## src/rtl/core/bhq_pkg.sv

```systemverilog
// Shared constants and codes for the binary min-heap queue.
package bhq_pkg;

    localparam int DEF_CAPACITY  = 1024;
    localparam int DEF_KEY_WIDTH = 32;
    localparam int DEF_TAG_WIDTH = 16;

    localparam int IN_KEY_W    = 32;
    localparam int IN_TAG_W    = 16;
    localparam int OUT_COUNT_W = 11;

    localparam logic REQ_INSERT = 1'b0;
    localparam logic REQ_REMOVE = 1'b1;

    typedef enum logic [1:0] {
        ST_OK        = 2'd0,
        ST_UNDERFLOW = 2'd1,
        ST_OVERFLOW  = 2'd2
    } op_status_t;

endpackage

```

## src/rtl/core/bhq_ctrl.sv

```systemverilog
// Sequencer for heap insert and remove, with the result output register.
module bhq_ctrl
    import bhq_pkg::*;
#(
    parameter int CAPACITY  = DEF_CAPACITY,
    parameter int KEY_WIDTH = DEF_KEY_WIDTH,
    parameter int TAG_WIDTH = DEF_TAG_WIDTH,
    parameter int AW        = $clog2(CAPACITY),
    parameter int EW        = KEY_WIDTH + TAG_WIDTH
) (
    input  logic                   aclk,
    input  logic                   aresetn,
    input  logic                   s_valid,
    output logic                   s_ready,
    input  logic                   s_req_type,
    input  logic [IN_KEY_W-1:0]    s_item_key,
    input  logic [IN_TAG_W-1:0]    s_item_tag,
    output logic                   m_valid,
    input  logic                   m_ready,
    output logic [IN_KEY_W-1:0]    m_popped_key,
    output logic [IN_TAG_W-1:0]    m_popped_tag,
    output logic [1:0]             m_op_status,
    output logic                   m_heap_empty,
    output logic [OUT_COUNT_W-1:0] m_entry_count,
    output logic                   mem_we,
    output logic [AW-1:0]          mem_waddr,
    output logic [EW-1:0]          mem_wdata,
    output logic [AW-1:0]          mem_raddr,
    input  logic [EW-1:0]          mem_rdata
);

    localparam int CW = $clog2(CAPACITY + 1);
    localparam int PW = CW + 1;

    typedef enum logic [3:0] {
        S_IDLE,
        S_UP,
        S_UP_CMP,
        S_POP_ROOT,
        S_POP_LAST,
        S_POP_MOVE,
        S_DN,
        S_DN_L,
        S_DN_R,
        S_DONE
    } state_t;

    state_t                state_reg, state_next;
    logic [CW-1:0]         count_reg, count_next;
    logic [CW-1:0]         hole_reg, hole_next;
    logic [KEY_WIDTH-1:0]  key_reg, key_next;
    logic [TAG_WIDTH-1:0]  tag_reg, tag_next;
    logic [KEY_WIDTH-1:0]  lkey_reg, lkey_next;
    logic [TAG_WIDTH-1:0]  ltag_reg, ltag_next;
    logic [KEY_WIDTH-1:0]  pkey_reg, pkey_next;
    logic [TAG_WIDTH-1:0]  ptag_reg, ptag_next;
    op_status_t            status_reg, status_next;

    logic                   out_valid_reg, out_valid_next;
    logic [IN_KEY_W-1:0]    out_key_reg, out_key_next;
    logic [IN_TAG_W-1:0]    out_tag_reg, out_tag_next;
    logic [1:0]             out_status_reg, out_status_next;
    logic                   out_empty_reg, out_empty_next;
    logic [OUT_COUNT_W-1:0] out_count_reg, out_count_next;

    logic [KEY_WIDTH+IN_KEY_W-1:0]  in_key_ext;
    logic [TAG_WIDTH+IN_TAG_W-1:0]  in_tag_ext;
    logic [KEY_WIDTH+IN_KEY_W-1:0]  pop_key_ext;
    logic [TAG_WIDTH+IN_TAG_W-1:0]  pop_tag_ext;
    logic [CW+OUT_COUNT_W-1:0]      count_ext;

    logic [KEY_WIDTH-1:0] rd_key;
    logic [TAG_WIDTH-1:0] rd_tag;
    logic [PW-1:0]        hole_w;
    logic [PW-1:0]        count_w;
    logic [PW-1:0]        left_pos;
    logic [PW-1:0]        child_pos;
    logic [PW-1:0]        grand_pos;
    logic [PW-1:0]        last_addr;
    logic [KEY_WIDTH-1:0] ckey;
    logic [TAG_WIDTH-1:0] ctag;
    logic                 sel_right;
    logic                 accept;

    assign in_key_ext  = {{KEY_WIDTH{1'b0}}, s_item_key};
    assign in_tag_ext  = {{TAG_WIDTH{1'b0}}, s_item_tag};
    assign pop_key_ext = {{IN_KEY_W{pkey_reg[KEY_WIDTH-1]}}, pkey_reg};
    assign pop_tag_ext = {{IN_TAG_W{1'b0}}, ptag_reg};
    assign count_ext   = {{OUT_COUNT_W{1'b0}}, count_reg};

    assign rd_key    = mem_rdata[EW-1:TAG_WIDTH];
    assign rd_tag    = mem_rdata[TAG_WIDTH-1:0];
    assign hole_w    = {1'b0, hole_reg};
    assign count_w   = {1'b0, count_reg};
    assign left_pos  = {hole_reg, 1'b0};
    assign last_addr = count_w - PW'(1);

    assign sel_right = (state_reg == S_DN_R) && ($signed(rd_key) < $signed(lkey_reg));
    assign child_pos = sel_right ? (left_pos + PW'(1)) : left_pos;
    assign grand_pos = {child_pos[PW-2:0], 1'b0};
    assign ckey      = (state_reg == S_DN_R && !sel_right) ? lkey_reg : rd_key;
    assign ctag      = (state_reg == S_DN_R && !sel_right) ? ltag_reg : rd_tag;

    assign s_ready = (state_reg == S_IDLE);
    assign accept  = s_valid && s_ready;

    always_comb begin
        state_next  = state_reg;
        count_next  = count_reg;
        hole_next   = hole_reg;
        key_next    = key_reg;
        tag_next    = tag_reg;
        lkey_next   = lkey_reg;
        ltag_next   = ltag_reg;
        pkey_next   = pkey_reg;
        ptag_next   = ptag_reg;
        status_next = status_reg;
        mem_we      = 1'b0;
        mem_waddr   = '0;
        mem_wdata   = {key_reg, tag_reg};
        mem_raddr   = '0;

        out_valid_next  = out_valid_reg && !m_ready;
        out_key_next    = out_key_reg;
        out_tag_next    = out_tag_reg;
        out_status_next = out_status_reg;
        out_empty_next  = out_empty_reg;
        out_count_next  = out_count_reg;

        case (state_reg)
            S_IDLE: begin
                if (accept) begin
                    pkey_next   = '0;
                    ptag_next   = '0;
                    status_next = ST_OK;
                    key_next    = in_key_ext[KEY_WIDTH-1:0];
                    tag_next    = in_tag_ext[TAG_WIDTH-1:0];
                    if (s_req_type == REQ_INSERT) begin
                        if (count_reg == CW'(CAPACITY)) begin
                            status_next = ST_OVERFLOW;
                            state_next  = S_DONE;
                        end else begin
                            hole_next  = count_reg + CW'(1);
                            state_next = S_UP;
                        end
                    end else begin
                        if (count_reg == '0) begin
                            status_next = ST_UNDERFLOW;
                            state_next  = S_DONE;
                        end else begin
                            state_next = S_POP_ROOT;
                        end
                    end
                end
            end
            S_UP: begin
                if (hole_reg == CW'(1)) begin
                    mem_we     = 1'b1;
                    mem_waddr  = '0;
                    count_next = count_reg + CW'(1);
                    state_next = S_DONE;
                end else begin
                    mem_raddr  = AW'((hole_w >> 1) - PW'(1));
                    state_next = S_UP_CMP;
                end
            end
            S_UP_CMP: begin
                mem_waddr = AW'(hole_w - PW'(1));
                mem_we    = 1'b1;
                if ($signed(key_reg) < $signed(rd_key)) begin
                    mem_wdata = mem_rdata;
                    hole_next = hole_reg >> 1;
                    if ((hole_reg >> 1) > CW'(1)) begin
                        mem_raddr = AW'((hole_w >> 2) - PW'(1));
                    end else begin
                        state_next = S_UP;
                    end
                end else begin
                    count_next = count_reg + CW'(1);
                    state_next = S_DONE;
                end
            end
            S_POP_ROOT: begin
                mem_raddr  = '0;
                state_next = S_POP_LAST;
            end
            S_POP_LAST: begin
                pkey_next  = rd_key;
                ptag_next  = rd_tag;
                mem_raddr  = AW'(last_addr);
                state_next = S_POP_MOVE;
            end
            S_POP_MOVE: begin
                key_next   = rd_key;
                tag_next   = rd_tag;
                count_next = count_reg - CW'(1);
                hole_next  = CW'(1);
                if (count_reg == CW'(1)) begin
                    state_next = S_DONE;
                end else begin
                    state_next = S_DN;
                end
            end
            S_DN: begin
                if (left_pos > count_w) begin
                    mem_we     = 1'b1;
                    mem_waddr  = AW'(hole_w - PW'(1));
                    state_next = S_DONE;
                end else begin
                    mem_raddr  = AW'(left_pos - PW'(1));
                    state_next = S_DN_L;
                end
            end
            S_DN_L, S_DN_R: begin
                lkey_next = rd_key;
                ltag_next = rd_tag;
                if (state_reg == S_DN_L && left_pos < count_w) begin
                    mem_raddr  = AW'(left_pos);
                    state_next = S_DN_R;
                end else begin
                    mem_we    = 1'b1;
                    mem_waddr = AW'(hole_w - PW'(1));
                    if ($signed(ckey) < $signed(key_reg)) begin
                        mem_wdata = {ckey, ctag};
                        hole_next = CW'(child_pos);
                        if (grand_pos <= count_w) begin
                            mem_raddr  = AW'(grand_pos - PW'(1));
                            state_next = S_DN_L;
                        end else begin
                            state_next = S_DN;
                        end
                    end else begin
                        state_next = S_DONE;
                    end
                end
            end
            S_DONE: begin
                if (!out_valid_reg || m_ready) begin
                    out_valid_next  = 1'b1;
                    out_key_next    = pop_key_ext[IN_KEY_W-1:0];
                    out_tag_next    = pop_tag_ext[IN_TAG_W-1:0];
                    out_status_next = status_reg;
                    out_empty_next  = (count_reg == '0);
                    out_count_next  = count_ext[OUT_COUNT_W-1:0];
                    state_next      = S_IDLE;
                end
            end
            default: begin
                state_next = S_IDLE;
            end
        endcase
    end

    always_ff @(posedge aclk) begin
        if (!aresetn) begin
            state_reg     <= S_IDLE;
            count_reg     <= '0;
            out_valid_reg <= 1'b0;
        end else begin
            state_reg     <= state_next;
            count_reg     <= count_next;
            out_valid_reg <= out_valid_next;
        end
        hole_reg       <= hole_next;
        key_reg        <= key_next;
        tag_reg        <= tag_next;
        lkey_reg       <= lkey_next;
        ltag_reg       <= ltag_next;
        pkey_reg       <= pkey_next;
        ptag_reg       <= ptag_next;
        status_reg     <= status_next;
        out_key_reg    <= out_key_next;
        out_tag_reg    <= out_tag_next;
        out_status_reg <= out_status_next;
        out_empty_reg  <= out_empty_next;
        out_count_reg  <= out_count_next;
    end

    assign m_valid       = out_valid_reg;
    assign m_popped_key  = out_key_reg;
    assign m_popped_tag  = out_tag_reg;
    assign m_op_status   = out_status_reg;
    assign m_heap_empty  = out_empty_reg;
    assign m_entry_count = out_count_reg;

endmodule
```

## config.mk

```make
export PLATFORM = sky130hd
export DESIGN_NAME = bhq_ctrl
export DESIGN_NICKNAME = d
export VERILOG_FILES = /design/src/rtl/core/bhq_pkg.sv /design/src/rtl/core/bhq_ctrl.sv
export SDC_FILE = /design/constraint.sdc
export NUM_CORES = 1
export LEC_CHECK = 0
export BUFFER_PORTS_ARGS = -buffer_cell sky130_fd_sc_hd__buf_2
export CAP_MARGIN = 20
export CORE_UTILIZATION = 31
export DETAILED_ROUTE_END_ITERATION = 12
export GPL_TIMING_DRIVEN = 0
export PLACE_DENSITY = 0.53
export SYNTH_ARGS = -nofsm -noshare
export SYNTH_HDL_FRONTEND = slang
export SYNTH_SLANG_ARGS = --single-unit
```

## constraint.sdc

```tcl
create_clock -name aclk -period 16.2 [get_ports aclk]
set_input_delay 0.81 -clock aclk [delete_from_list [all_inputs] [get_ports aclk]]
set_output_delay 0.81 -clock aclk [all_outputs]
set_load 0.01 [all_outputs]
```

==> results.cfg <==
[layout]
stdcell_area_mm2 = 0.0172
drive_gt1_share_pct = 17.9
post-route-util_pct = 37.9
area_growth_pct = 20.7
finalNetCount = 1905
nFillCells = 4607

[clocking]
cts_tree = done
clock_sinks = 235
cts_root_buffer = clkbuf_16
cts_resized = 0
postCtsSetupBuffers = 0
clk-insertion-delay-late_ns = 0.56
max-clock-path-buffers = 3
cts_made_buffers = 28
clkTransAtPathRegs_ns = 0.06
cts_max_level = 1
hold_buffers = 0

[die]
dieArea_mm2 = 0.0468
dieHeight_um = 216
die_x_um = 216
ioPinCount = 234
rows = 78
core_mm2 = 0.0453
start_util_pct = 31.4

[sta]
tns_ns = 0
hold_viol = 0
fin_skew_ns = 0.0141
slew_viol_final = 0
rsz0062_at_grt = no
worst_slew_pin_slew_ns = 0.930
finalSetupViolations = 0
relSlewSlack_pct = 38.0
min_period_ns = 8.58
finalWorstSetupSlack_ns = 7.62
period_share_pct = 52.9
fmax_mhz = 117

[setup_path]
path_cells = inv_1 > ha_1 > a21oi_1 > o21ai_0 > a221oi_1 > o31ai_1 > a2111oi_0 > or3_1 > buf_2 > buf_4 > mux2i_1 > ha_1 > a2111oi_0 > o21ai_0 > o21ai_0 > o21ai_0 > or3_1 > a211o_1 > clkinv_1 > a31o_1 > clkbuf_1 > buf_2 > a221o_1 > buf_2
critPathRequiredTime_ns = 15.39
cp_max_fo = 10
r2r_slack_ns = 9.16
cpMaxStageDelayCell = a2111oi_0
reg2reg_from = lkey_reg[9]
crit_arrival_ns = 7.77
cp-end-kind = output port
path_class = flop to output port
reg2reg_depth = 22
crit_top_cell = o21ai_0
max_stage_delay_ns = 0.66
startpoint_type = flop
r2r-end = hole_reg[5]

[synth]
synth_edf_count = 219
synth-seq-cells = 235
syn-num-nets = 1631
syn-instance-count = 1405
yosysWarnings = 0
ys.flop_type = edfxtp_1
synth_area_mm2 = 0.0142
syn_area_per_cell_um2 = 10.1
synth-async-reset-ratio_pct = 0
seq_area_frac_synth_pct = 48.5
synth_cell_type_count = 66

[drt]
drc = 0
vias_per_cell = 5.16
drt-initial-drc-count = 1063
dr.pass1.iters = 5
wl_per_cell_um = 21.2
wirelength_um = 48700
vias = 11884
drt.antenna.violating_nets = 0

[grt]
grt.overflow.total = 0
grtUsageMet1_pct = 28.9
track_usage_pct = 20.7
grt_pass1_vias = 11989
grt_pass1_wl_um = 73800
grtUsageMet2_pct = 33.6
grt-busiest-layer = met2
antenna_found_initial = 3
grt_max_degree = 40
met3_usage_pct = 2.64

[flow_run]
max-cap-violations = 0

[placed_design]
gp_congestion = 0.879
place_area_mm2 = 0.0163
preCtsSetupSlack_ns = 7.67
portBuffers = 233
hpwl_um = 37100

[power]
ir_worst_vdd_mv = 0.112
power_density_mw_per_mm2 = 174
leakage_nw = 7.43

[min_path]
whs_path_depth = 0
hp-class = flop to flop
min_from = ptag_reg[13]
hold_path_end = m_popped_tag[13]

[status]
status = finished clean
## layout by cell type (no fill, tap or decap), drive strengths merged, types with 10 or more instances in the layout
master,synthesis,final
a211oi,11,11
a21o,12,12
a21oi,58,58
a221o,49,49
a22oi,10,10
and3,21,21
buf,25,269
clkbuf,50,90
dfxtp,16,16
edfxtp,219,219
ha,125,125
inv,139,140
mux2i,35,35
nand2,153,153
nand3,27,27
nand4,13,13
nor2,109,109
nor3,68,68
o21ai,80,80
o221ai,11,11
or3,17,17
xnor2,34,34
xor2,15,15
## logic make-up after synthesis
kind of cell               synth area share [%]
AOI/OAI and AO/OA                          14.6
xor gates and xnor gates                   3.02
adders and majority gates                  11.0
buffers and inverters                      5.93
DFF                                        48.5
muxes                                      2.54
and+or+nand+nor                            14.5
## area by class of cell
cell class              instances  area [um^2]  share of cell area [%]
plain buffers                  75          318                    1.85
repair buffers                244         1310                    7.65
diodes                          3         7.51                  0.0437
clock inverters                11         87.6                   0.510
multi-input cells             954         6500                    37.9
flip-flops and latches        235         6900                    40.2
clock buffers                  40          767                    4.47
inverters                     141          529                    3.08
well taps                     600          751                    4.37
## Yosys cell counts, types with 12 or more instances
cell type / count / area (um^2)
xor2_1: 15 / 131
nand4_1: 13 / 81.3
mux2i_1: 35 / 350
or3_1: 16 / 100
edfxtp_1: 219 / 6580
clkbuf_1: 50 / 188
a21o_1: 12 / 90.1
inv_1: 139 / 522
a221o_1: 49 / 490
xnor2_1: 34 / 298
and3_1: 20 / 125
ha_1: 125 / 1560
a21oi_1: 58 / 290
nand2_1: 153 / 574
nor2_1: 109 / 409
nor3_1: 67 / 335
dfxtp_1: 16 / 320
o21ai_0: 78 / 390
nand3_1: 27 / 135
## per-stage QoR
step	hold slack, ns	std cells	total power [mW]
final	0.414	2303	2.98
after global placement	0.402	2238	2.37
after floorplan	0.400	1405	1.83
after CTS	0.416	2300	3.01
after detailed placement	0.405	2249	2.39
after global routing	0.421	2301	3.18
## power by group
group	switching [mW]	internal, mW	total, mW
clock network	0.256	0.344	0.600
registers	0.0769	0.904	0.980
logic	0.907	0.495	1.40
## how the worst max path moves through the flow
stage	startpoint	to	slack (ns)	cells past startpoint
floorplan	mem_rdata[25]	mem_wdata[12]	9.86	22
global placement	state_reg[0]	m_popped_key[21]	6.81	3
detailed placement	mem_rdata[25]	mem_wdata[0]	7.67	24
CTS	lkey_reg[9]	mem_wdata[0]	7.57	24
global route	lkey_reg[9]	mem_wdata[5]	7.21	24
finish	lkey_reg[9]	mem_wdata[0]	7.62	24
## routing by layer
layer,up-vias,share of wire (%)
met1,5770,46
met3,60,5.6
met2,351,46
met4,2,2.0
li1,5701,-
met5,-,0.027
## worst max-delay path, delay by kind of cell, from the launching register on
family | cells | cell delay (ns)
AOI/OAI and AO/OA | 12 | 3.57
buffers and inverters | 7 | 1.63
and+or+nand+nor | 2 | 0.68
adders and majority gates | 2 | 0.57
muxes | 1 | 0.37
DFF | 1 | 0.36
Power figures use the tool's default switching activity.
